===== src/rtl/btf_pkg.sv =====
// Package for the bracket issue tag finder: widths, phase codes, character
// constants, the result type and character-class helpers. No dependencies.
package btf_pkg;

  localparam int unsigned PosW      = 16;
  localparam int unsigned MaxKey    = 256;
  localparam int unsigned KeyCntW   = $clog2(MaxKey) + 1;
  localparam int unsigned ValW      = 64;
  localparam int unsigned TagMinLen = 5;
  localparam int unsigned InDataW   = 8;
  localparam int unsigned ResW      = 1 + 4 * PosW + ValW;
  localparam int unsigned OutDataW  = ((ResW + 7) / 8) * 8;

  localparam logic [2:0] PH_IDLE    = 3'd0;
  localparam logic [2:0] PH_BRACKET = 3'd1;
  localparam logic [2:0] PH_KEY     = 3'd2;
  localparam logic [2:0] PH_DIGITS  = 3'd3;
  localparam logic [2:0] PH_DONE    = 3'd4;

  localparam logic [7:0] CH_OPEN  = 8'h5B;
  localparam logic [7:0] CH_CLOSE = 8'h5D;
  localparam logic [7:0] CH_DASH  = 8'h2D;
  localparam logic [7:0] CH_ZERO  = 8'h30;

  typedef struct packed {
    logic [ValW-1:0] issue_value;
    logic [PosW-1:0] tag_end_offset;
    logic [PosW-1:0] key_end_offset;
    logic [PosW-1:0] key_offset;
    logic [PosW-1:0] tag_offset;
    logic            found;
  } btf_result_t;

  function automatic logic is_digit(input logic [7:0] b);
    return (b >= 8'h30) && (b <= 8'h39);
  endfunction

  function automatic logic is_alnum(input logic [7:0] b);
    return is_digit(b) || ((b >= 8'h41) && (b <= 8'h5A)) || ((b >= 8'h61) && (b <= 8'h7A));
  endfunction

endpackage


===== src/rtl/btf_matcher.sv =====
// Per-byte tag matcher: scan state registers and the next-state logic.
// Depends on btf_pkg.
module btf_matcher (
  input  logic                    clk_i,
  input  logic                    rst_ni,
  input  logic                    step_i,
  input  logic [7:0]              byte_i,
  input  logic                    fin_i,
  input  logic [btf_pkg::PosW-1:0] max_dist_i,
  output logic                    res_valid_o,
  output btf_pkg::btf_result_t    res_o
);
  import btf_pkg::*;

  logic [2:0]         phase_q, phase_d;
  logic [PosW-1:0]    pos_q, pos_d;
  logic [PosW-1:0]    start_q, start_d;
  logic [PosW-1:0]    key_start_q, key_start_d;
  logic [PosW-1:0]    key_end_q, key_end_d;
  logic [KeyCntW-1:0] key_cnt_q, key_cnt_d;
  logic [ValW-1:0]    acc_q, acc_d;
  logic               sat_q, sat_d;
  logic               dig_seen_q, dig_seen_d;

  logic [ValW+3:0] prod;
  logic [PosW:0]   dist_need;

  // acc * 10 + digit; any bit at or above ValW means overflow
  assign prod = ({4'b0, acc_q} << 3) + ({4'b0, acc_q} << 1)
              + {{(ValW){1'b0}}, byte_i[3:0]};
  assign dist_need = {1'b0, pos_q} + (PosW+1)'(TagMinLen);

  always_comb begin
    logic [2:0] ph;
    logic       chk;
    logic       hit;
    logic       was_done;
    phase_d     = phase_q;
    pos_d       = pos_q;
    start_d     = start_q;
    key_start_d = key_start_q;
    key_end_d   = key_end_q;
    key_cnt_d   = key_cnt_q;
    acc_d       = acc_q;
    sat_d       = sat_q;
    dig_seen_d  = dig_seen_q;
    res_valid_o = 1'b0;
    res_o       = '0;
    ph          = phase_q;
    chk         = 1'b0;
    hit         = 1'b0;
    was_done    = (phase_q == PH_DONE);
    if (step_i) begin
      if (!was_done) begin
        unique case (phase_q)
          PH_BRACKET: begin
            if (is_alnum(byte_i)) begin
              key_start_d = pos_q;
              key_cnt_d   = '0;
              ph          = PH_KEY;
            end else begin
              ph  = PH_IDLE;
              chk = 1'b1;
            end
          end
          PH_KEY: begin
            if (is_alnum(byte_i)) begin
              key_cnt_d = key_cnt_q + 1'b1;
              if (key_cnt_q >= KeyCntW'(MaxKey - 1)) ph = PH_IDLE;
            end else if (byte_i == CH_DASH) begin
              key_end_d  = pos_q;
              acc_d      = '0;
              sat_d      = 1'b0;
              dig_seen_d = 1'b0;
              ph         = PH_DIGITS;
            end else begin
              ph  = PH_IDLE;
              chk = 1'b1;
            end
          end
          PH_DIGITS: begin
            if (is_digit(byte_i)) begin
              dig_seen_d = 1'b1;
              if (sat_q || (prod[ValW+3:ValW] != 4'd0)) begin
                sat_d = 1'b1;
                acc_d = '1;
              end else begin
                acc_d = prod[ValW-1:0];
              end
            end else if (byte_i == CH_CLOSE) begin
              ph = PH_IDLE;
              if (!((key_cnt_q == '0) && !dig_seen_q) || !fin_i) hit = 1'b1;
            end else begin
              ph  = PH_IDLE;
              chk = 1'b1;
            end
          end
          PH_IDLE: chk = 1'b1;
          default: chk = 1'b0;
        endcase
        if (chk && (byte_i == CH_OPEN) &&
            ((max_dist_i == '0) || (dist_need <= {1'b0, max_dist_i}))) begin
          start_d = pos_q;
          ph      = PH_BRACKET;
        end
        phase_d = hit ? PH_DONE : ph;
        if (hit) begin
          res_valid_o          = 1'b1;
          res_o.found          = 1'b1;
          res_o.tag_offset     = start_q;
          res_o.key_offset     = key_start_q;
          res_o.key_end_offset = key_end_q;
          res_o.tag_end_offset = pos_q + 1'b1;
          res_o.issue_value    = acc_q;
        end
      end
      if (fin_i) begin
        if (!was_done && !hit) res_valid_o = 1'b1;
        phase_d     = PH_IDLE;
        pos_d       = '0;
        start_d     = '0;
        key_start_d = '0;
        key_end_d   = '0;
        key_cnt_d   = '0;
        acc_d       = '0;
        sat_d       = 1'b0;
        dig_seen_d  = 1'b0;
      end else if (pos_q != '1) begin
        pos_d = pos_q + 1'b1;
      end
    end
  end

  always_ff @(posedge clk_i or negedge rst_ni) begin
    if (!rst_ni) begin
      phase_q     <= PH_IDLE;
      pos_q       <= '0;
      start_q     <= '0;
      key_start_q <= '0;
      key_end_q   <= '0;
      key_cnt_q   <= '0;
      acc_q       <= '0;
      sat_q       <= 1'b0;
      dig_seen_q  <= 1'b0;
    end else begin
      phase_q     <= phase_d;
      pos_q       <= pos_d;
      start_q     <= start_d;
      key_start_q <= key_start_d;
      key_end_q   <= key_end_d;
      key_cnt_q   <= key_cnt_d;
      acc_q       <= acc_d;
      sat_q       <= sat_d;
      dig_seen_q  <= dig_seen_d;
    end
  end

endmodule


===== src/rtl/btf_out_reg.sv =====
// Output register for result words with stream handshake.
// Depends on btf_pkg.
module btf_out_reg (
  input  logic                              clk_i,
  input  logic                              rst_ni,
  input  logic                              load_i,
  input  btf_pkg::btf_result_t              res_i,
  output logic                              free_o,
  output logic                              m_axis_tvalid,
  input  logic                              m_axis_tready,
  output logic [btf_pkg::OutDataW-1:0]      m_axis_tdata
);
  import btf_pkg::*;

  logic        valid_q, valid_d;
  btf_result_t data_q;

  assign free_o  = !valid_q || m_axis_tready;
  assign valid_d = load_i ? 1'b1 : (m_axis_tready ? 1'b0 : valid_q);

  always_ff @(posedge clk_i or negedge rst_ni) begin
    if (!rst_ni) begin
      valid_q <= 1'b0;
    end else begin
      valid_q <= valid_d;
    end
  end

  always_ff @(posedge clk_i) begin
    if (load_i) begin
      data_q <= res_i;
    end
  end

  assign m_axis_tvalid = valid_q;
  assign m_axis_tdata  = {{(OutDataW - ResW){1'b0}}, data_q};

endmodule


===== src/rtl/bracket_issue_tag_finder.sv =====
// Top level of the bracket issue tag finder: config register, matcher and
// output register. Depends on btf_pkg, btf_matcher and btf_out_reg.
//
// Usage: text bytes enter on the s_axis channel, one byte per word, with
// tlast on the last byte of a text. The block reports the first tag of the
// form [KEY-DIGITS] as one word on m_axis, or one not-found word (all zero)
// on the last byte if no tag was seen. Bytes after a match only advance to
// the end of the text. cfg_we_i/cfg_wdata_i write max_start_distance; write
// it only while the block is idle.
// Latency: a result word is valid the cycle after the byte that completes
// it is accepted. Throughput: one byte per cycle while s_axis_tready is high;
// the matcher updates its scan state on every accepted byte.
// Reset: scan state clears to the start of a new text, no result pending,
// max_start_distance = 0 (no limit).
// Stall: while a result waits and m_axis_tready is low, s_axis_tready drops;
// otherwise input flows on even while a result is being taken.
module bracket_issue_tag_finder (
  input  logic                            clk_i,
  input  logic                            rst_ni,
  input  logic                            cfg_we_i,
  input  logic [btf_pkg::PosW-1:0]        cfg_wdata_i,
  input  logic                            s_axis_tvalid,
  output logic                            s_axis_tready,
  input  logic [btf_pkg::InDataW-1:0]     s_axis_tdata,  // [7:0] text_byte
  input  logic                            s_axis_tlast,  // final_byte
  output logic                            m_axis_tvalid,
  input  logic                            m_axis_tready,
  // [0] found, [16:1] tag_offset, [32:17] key_offset, [48:33] key_end_offset,
  // [64:49] tag_end_offset, [128:65] issue_value, [135:129] zero
  output logic [btf_pkg::OutDataW-1:0]    m_axis_tdata
);
  import btf_pkg::*;

  logic [PosW-1:0] max_dist_q;
  logic            free;
  logic            step;
  logic            res_valid;
  btf_result_t     res;

  always_ff @(posedge clk_i or negedge rst_ni) begin
    if (!rst_ni) begin
      max_dist_q <= '0;
    end else if (cfg_we_i) begin
      max_dist_q <= cfg_wdata_i;
    end
  end

  assign s_axis_tready = free;
  assign step          = s_axis_tvalid && free;

  btf_matcher u_matcher (
    .clk_i       (clk_i),
    .rst_ni      (rst_ni),
    .step_i      (step),
    .byte_i      (s_axis_tdata),
    .fin_i       (s_axis_tlast),
    .max_dist_i  (max_dist_q),
    .res_valid_o (res_valid),
    .res_o       (res)
  );

  btf_out_reg u_out_reg (
    .clk_i         (clk_i),
    .rst_ni        (rst_ni),
    .load_i        (res_valid),
    .res_i         (res),
    .free_o        (free),
    .m_axis_tvalid (m_axis_tvalid),
    .m_axis_tready (m_axis_tready),
    .m_axis_tdata  (m_axis_tdata)
  );

endmodule


===== config.mk =====
export PLATFORM = sky130hd
export DESIGN_NAME = bracket_issue_tag_finder
export DESIGN_NICKNAME = d
export VERILOG_FILES = /design/src/rtl/btf_pkg.sv /design/src/rtl/btf_matcher.sv /design/src/rtl/btf_out_reg.sv /design/src/rtl/bracket_issue_tag_finder.sv
export SDC_FILE = /design/constraint.sdc
export NUM_CORES = 1
export LEC_CHECK = 0
export BUFFER_PORTS_ARGS = -buffer_cell sky130_fd_sc_hd__buf_2
export CAP_MARGIN = 20
export CORE_UTILIZATION = 45
export CTS_CLUSTER_SIZE = 30
export DETAILED_ROUTE_END_ITERATION = 10
export PLACE_DENSITY = 0.72
export REMOVE_ABC_BUFFERS = 1
export SLEW_MARGIN = 20
export SYNTH_ARGS = -nofsm -noshare
export SYNTH_HDL_FRONTEND = slang
export SYNTH_SLANG_ARGS = --single-unit

===== constraint.sdc =====
create_clock -name clk_i -period 15.75 [get_ports clk_i]
set_clock_uncertainty 0.2 [all_clocks]
set_input_delay 3.15 -clock clk_i [delete_from_list [all_inputs] [get_ports clk_i]]
set_output_delay 3.15 -clock clk_i [all_outputs]
set_load 0.01 [all_outputs]

After elaboration in Yosys (flattened, before gate mapping)
Index checks and enable logic that the tools add are counted.
{"block": "word_totals", "mem_bits_ro": 0, "elab_cells": 165, "out_inout_bits": 138, "latch_bits": 0, "ram_bits": 0, "mem_count": 0, "input_bits": 30, "register_bits": 288}
{"block": "classes", "n_bitwise": 2, "div": 0, "mux": 71, "shifts": 0, "eq_ne": 18, "n_addsub": 5, "mul": 0, "n_lt_le_gt_ge": 8, "n_reduce_logical": 44}
{"cell": "$mux W64", "n": 6}
{"cell": "$mux W16", "n": 14}
{"cell": "$pmux W64 S2", "n": 1}
{"cell": "$add A67 B65 Y68", "n": 1}
{"cell": "$add A68 B4 Y68", "n": 1}
{"cell": "$mux W9", "n": 4}
{"cell": "$mux W1", "n": 32}
{"cell": "$mux W3", "n": 7}
{"cell": "$pmux W9 S2", "n": 1}
{"cell": "$add A16 B3 Y17 const B", "n": 1}
{"cell": "$le A17 B16 Y1", "n": 1}
{"cell": "$add A16 B1 Y16 const B", "n": 1}
{"cell": "$eq A8 B7 Y1 const B", "n": 2}
{"cell": "$ge A8 B7 Y1 const B", "n": 2}
{"cell": "$le A8 B7 Y1 const B", "n": 2}
{"cell": "$logic_not A16 Y1", "n": 1}
{"cell": "$ne A16 B16 Y1 const B", "n": 1}
{"cell": "$ne A3 B2 Y1 const B", "n": 5}
{"cell": "$reduce_and A5 Y1", "n": 3}
{"cell": "$reduce_bool A2 Y1", "n": 7}
{"cell": "$add A9 B1 Y9 const B", "n": 1}
{"cell": "$ge A9 B8 Y1 const B", "n": 1}
{"cell": "$logic_not A9 Y1", "n": 1}
{"cell": "$pmux W3 S3", "n": 1}
{"cell": "28 further kinds", "n": 51}

Depth between registers and ports, before layout
{"block": "logic_depth", "word_depth": 18, "depth_mapped": 18, "mapped_depth_nobuf": 16}

Cells and area by module
Synthesis repeated with hierarchy kept, for this count alone.
{"block": "hier_totals", "hier_cells": 1754, "hier_area_um2": 17629.4}
{"module": "btf_matcher", "area_per_inst_um2": 12996.2, "instances": 1, "cells_per_inst": 1579, "seq_area_each_um2": 3553.4}
{"module": "btf_out_reg", "area_per_inst_um2": 3977.6, "instances": 1, "cells_per_inst": 140, "seq_area_each_um2": 3898.7}
{"module": "bracket_issue_tag_finder", "area_per_inst_um2": 655.6, "instances": 1, "cells_per_inst": 35, "seq_area_each_um2": 400.4}

Worst setup path before layout
OpenSTA, ideal clock, no wires.
{"block": "synth_timing", "path_kind": "input port to flip-flop", "startpoint": "input s_axis_tlast", "endpoint": "register u_out_reg.data_q, in the netlist u_out_reg.m_axis_tdata[0] (enable)", "setup_slack_ns": 0.776, "setup_time_ns": 0.852, "path_stages": 3, "t_arrival_ns": 13.922, "t_required_ns": 14.698, "n_path_buf": 2, "cell_sequence": "clkbuf_1 > clkbuf_1 > a311oi_1"}
{"block": "synth_between", "elab_chain_len": 15, "elab_cells_between_ends": 17, "classes_between": "mux (13); reduce/logical (4)"}
{"item": "start, declared", "line": "bracket_issue_tag_finder.sv:25", "text": "input logic s_axis_tlast,"}
{"item": "$logic_not A1 Y1", "line": "btf_matcher.sv:92", "text": "if (!((key_cnt_q == '0) && !dig_seen_q) || !fin_i) hit = 1'b1;"}
{"item": "$logic_or A1 B1 Y1", "line": "btf_matcher.sv:92"}
{"item": "$mux W1", "line": "btf_matcher.sv:92"}
{"item": "$mux W1", "line": "btf_matcher.sv:90", "text": "end else if (byte_i == CH_CLOSE) begin"}
{"item": "$mux W1", "line": "btf_matcher.sv:82", "text": "if (is_digit(byte_i)) begin"}
{"item": "$mux W1", "line": "btf_matcher.sv:55", "text": "unique case (phase_q)"}
{"item": "$mux W1", "line": "btf_matcher.sv:54", "text": "if (!was_done) begin"}
{"item": "$mux W1", "line": "btf_matcher.sv:53", "text": "if (step_i) begin"}
{"item": "$mux W1", "line": "btf_matcher.sv:54"}
{"item": "$mux W1", "line": "btf_matcher.sv:53"}
{"item": "$logic_not A1 Y1", "line": "btf_matcher.sv:118", "text": "if (!was_done && !hit) res_valid_o = 1'b1;"}
{"item": "$logic_and A1 B1 Y1", "line": "btf_matcher.sv:118"}
{"item": "$mux W1", "line": "btf_matcher.sv:118"}
{"item": "$mux W1 *", "line": "btf_matcher.sv:117", "text": "if (fin_i) begin"}
{"item": "$mux W1 *", "line": "btf_matcher.sv:53"}
{"item": "net res_valid", "line": "bracket_issue_tag_finder.sv:37", "text": "logic res_valid;"}
{"item": "end signal, assigned", "line": "btf_out_reg.sv:31", "text": "data_q <= res_i;"}
{"item": "end, declared", "line": "btf_out_reg.sv:16", "text": "btf_result_t data_q;"}
The timed path passes the listed nets; every way through them passes the cells marked *. The select of a mux whose other input is x is not followed.
A chain may end at the register's enable or synchronous reset.

Final worst setup path
{"block": "layout_timing", "startpoint": "input s_axis_tdata[3] in the netlist's numbering", "endpoint": "register u_matcher.acc_q[25]"}
{"block": "layout_between", "elab_chain_len": 8, "elab_cells_between_ends": 24, "classes_between": "add/sub (1); order compare (6); eq/ne (4); mux (5); reduce/logical (8)"}
{"item": "start, declared", "line": "bracket_issue_tag_finder.sv:24", "text": "input logic [btf_pkg::InDataW-1:0] s_axis_tdata,"}
{"item": "$add A68 B4 Y68", "line": "btf_matcher.sv:30", "text": "+ {{(ValW){1'b0}}, byte_i[3:0]};"}
{"item": "$reduce_bool A4 Y1", "line": "btf_matcher.sv:84", "text": "if (sat_q || (prod[ValW+3:ValW] != 4'd0)) begin"}
{"item": "$logic_or A1 B1 Y1", "line": "btf_matcher.sv:84"}
{"item": "$mux W64", "line": "btf_matcher.sv:84"}
{"item": "$mux W64", "line": "btf_matcher.sv:82"}
{"item": "$pmux W64 S2", "line": "btf_matcher.sv:55"}
{"item": "$mux W64", "line": "btf_matcher.sv:54"}
{"item": "$mux W64", "line": "btf_matcher.sv:117"}
{"item": "end signal, assigned", "line": "btf_matcher.sv:142", "text": "acc_q <= '0;"}
{"item": "end signal, assigned", "line": "btf_matcher.sv:152", "text": "acc_q <= acc_d;"}
{"item": "end, declared", "line": "btf_matcher.sv:21", "text": "logic [ValW-1:0] acc_q, acc_d;"}
Several ways; a longest one is shown, not always the timed one. The select of a mux whose other input is x is not followed.

==> impl_metrics.tcl <==
set metrics [dict create \
    crit_path_start_kind "primary input" \
    synth_common_cells "dfrtp_1, nand2_1, ha_1" \
    yosys.area.top_type "dfrtp_1" \
    wl_per_cell_um 18.5 \
    required_ps 16030 \
    tightestPinTransition_ps 985 \
    path_cells "buf_2 > fa_1 > ha_1 > a211oi_1 > o211ai_1 > nand4_1 > a2111o_1 > a2111oi_0 > nor3b_1 > nor3_1 > nor4_4 > nor2b_4 > buf_4 > a221o_1" \
    ant_nets 0 \
    antenna_found_initial 0 \
    dieHeight_um 199 \
    final_hold_viol_count 0 \
    setup_violations 0 \
    yosysMostFrequentCell "dfrtp_1" \
    hp-class "register to register" \
    powerDensity_nw_per_um2 86.4 \
    cts_buffers 34 \
    syn_inst 1753 \
    coreArea_um2 37800 \
    grt_pass1_vias 13679 \
    synth_warnings 0 \
    relSlewSlack_pct 34.4 \
    cts_sinks 288 \
    maxSlewViolCount 0 \
    cts_tree "built" \
    ff2ff_path_depth 17 \
    power_frac_clock_pct 45.8 \
    rows 71 \
    insertion_delay_ps 540 \
    gp_congestion 0.946 \
    grt_max_degree 97 \
    p_leak_nw 9.05 \
    totalWireLength_mm 44.2 \
    globalRouteOverflowTotal 0 \
    cts_hold_buf 0 \
    critical_path_depth 14 \
    synth_ff_type "dfrtp_1" \
    swShare_pct 23.9 \
    ys_async_sr_fraction_pct 55.2 \
    internal_power_mw 1.29 \
    cpMaxStageDelayCell "a2111oi_0" \
    dieWidth_um 199 \
    crit_buf_inv 2 \
    synth-seq-area-share_pct 45.1 \
    nNetsFinal 2026 \
    layout-drive-gt1-share_pct 14.1 \
    cp.arrival_ps 7340 \
    maxCapViolations 0 \
    yosys-top-cells-area "dfrtp_1, edfxtp_1, ha_1" \
    grt_use_total_pct 22.8 \
    initial_utilization_pct 46.0 \
    synth_edf_count 129 \
    drc 0 \
    drt_iter0_drc 998 \
    htree_levels 2 \
    dpl_cell_area_um2 18500 \
    syn2layout_area_growth_pct 12.8 \
    ys_types 71 \
    dp_hpwl_mm 31.2 \
    grt_setup_unrepaired "no" \
    die_area_um2 39500 \
    top_level_ports 168 \
    netlist.area_leader.share_pct 22.8 \
    cts_resized 0 \
    fin_crit_ps 7070 \
    cp_max_fo 59 \
    p_seq_share_pct 48.6 \
    clk_path_buf_depth 3 \
    ys_ff_latch 288 \
    end_kind "register" \
    cp_top_family "compound AO/OA/AOI/OAI gates" \
    clock.fmax_ghz 0.141 \
    finish.utilization_pct 51.9 \
    finalInstanceArea_um2 19600 \
    switching_power_mw 0.406 \
    avgSynthCellArea_um2 9.93 \
    nFillCells 3472 \
    fin_crit_sh_pct 44.9 \
    clk_pin_slew_ps 60 \
    path_class "primary input to register" \
    hold_depth 1 \
    max_stage_delay_ps 640 \
    grt_pass1_wl_mm 71.6 \
    synth_area_um2 17400 \
    vdd_drop_max_mv 0.0718 \
    cts_root_buffer "clkbuf_16" \
    combPwrFrac_pct 5.7 \
    drt-vias-per-instance 5.76 \
    cts_setup_buffers 0 \
    outcome "complete, no violations" \
    drt_first_pass_iters 6 \
    port-buffer-count 160 \
    fin_setup_tns_ps 0 \
    vias 13751 \
]
[flip-flops by register name, summed over array words and instances, names as in the netlist]
register / flops
u_matcher.phase_q: 3
u_out_reg.m_axis_tvalid: 1
u_matcher.sat_q: 1
u_matcher.start_q: 16
u_matcher.key_start_q: 16
u_out_reg.m_axis_tdata: 129
u_matcher.key_cnt_q: 9
max_dist_q: 16
u_matcher.dig_seen_q: 1
u_matcher.pos_q: 16
u_matcher.acc_q: 64
u_matcher.key_end_q: 16
[routing by layer]
layer,vias up,GRT usage [%],part of all wire (%)
met1,6659,29.0,43
met3,89,4.12,5.6
met4,0,7.38,2.8
met2,416,39.2,48
li1,6587,-,-
met5,-,0,0
[metrics by stage]
stage	setup WS [ps]	total power, mW	cells	hold WS [ps]
floorplan	899	0.889	1639	241
global placement	8290	0.932	2321	262
detailed placement	8160	0.935	2322	269
CTS	8740	1.72	2384	282
global route	8490	1.76	2384	295
finish	8680	1.70	2386	285
[cell usage in the layout (no fill, tap or decap), types with 53 or more instances in the layout]
cell type / n
buf_2: 159
dfrtp_1: 159
nand2_1: 153
ha_1: 147
o21ai_0: 138
edfxtp_1: 129
and2_1: 118
nor2_1: 114
a21oi_1: 110
a221o_1: 58
xnor2_1: 53
[worst paths after layout]
kind,from,to,slack (ps)
setup / recovery,s_axis_tdata[3],u_matcher.acc_q[25],8680
hold / removal,u_matcher.dig_seen_q,u_matcher.dig_seen_q,290
setup reg to reg,u_matcher.pos_q[0],u_matcher.start_q[15],10710
hold reg to reg,u_matcher.dig_seen_q,u_matcher.dig_seen_q,290
max in group asynchronous,rst_ni,u_matcher.acc_q[54],11420
min in group asynchronous,rst_ni,u_matcher.key_start_q[5],2530
[cell type report]
class                   count  area (µm²)  share of cell area (%)
diodes                      2        5.00                  0.0255
clock buffers              43         916                    4.66
clock inverters            19         178                   0.905
inverters                  41         154                   0.784
multi-input cells        1310        8990                    45.8
flip-flops and latches    288        7850                    40.0
well taps                 511         639                    3.26
repair buffers            172         901                    4.59
[cells by family after synthesis]
family / after synthesis / synth area share (%)
other: 1 / 0.0215
AND/OR/NAND/NOR: 578 / 17.0
multiplexers: 18 / 1.05
flip-flops: 288 / 45.1
AO/OA/AOI/OAI: 465 / 17.6
adder cells (fa/ha/maj): 149 / 10.8
buffers and inverters: 161 / 3.74
XOR/XNOR: 93 / 4.68
[power by group through the flow]
| stage | registers (mW) | logic [mW] | clock network [mW] |
|---|---|---|---|
| after floorplan | 0.848 | 0.0408 | 0 |
| after global placement | 0.838 | 0.0937 | 0 |
| after detailed placement | 0.838 | 0.0969 | 0 |
| after CTS | 0.824 | 0.0974 | 0.798 |
| after global routing | 0.826 | 0.109 | 0.827 |
| final | 0.824 | 0.0960 | 0.776 |
Power figures use the tool's default switching activity.
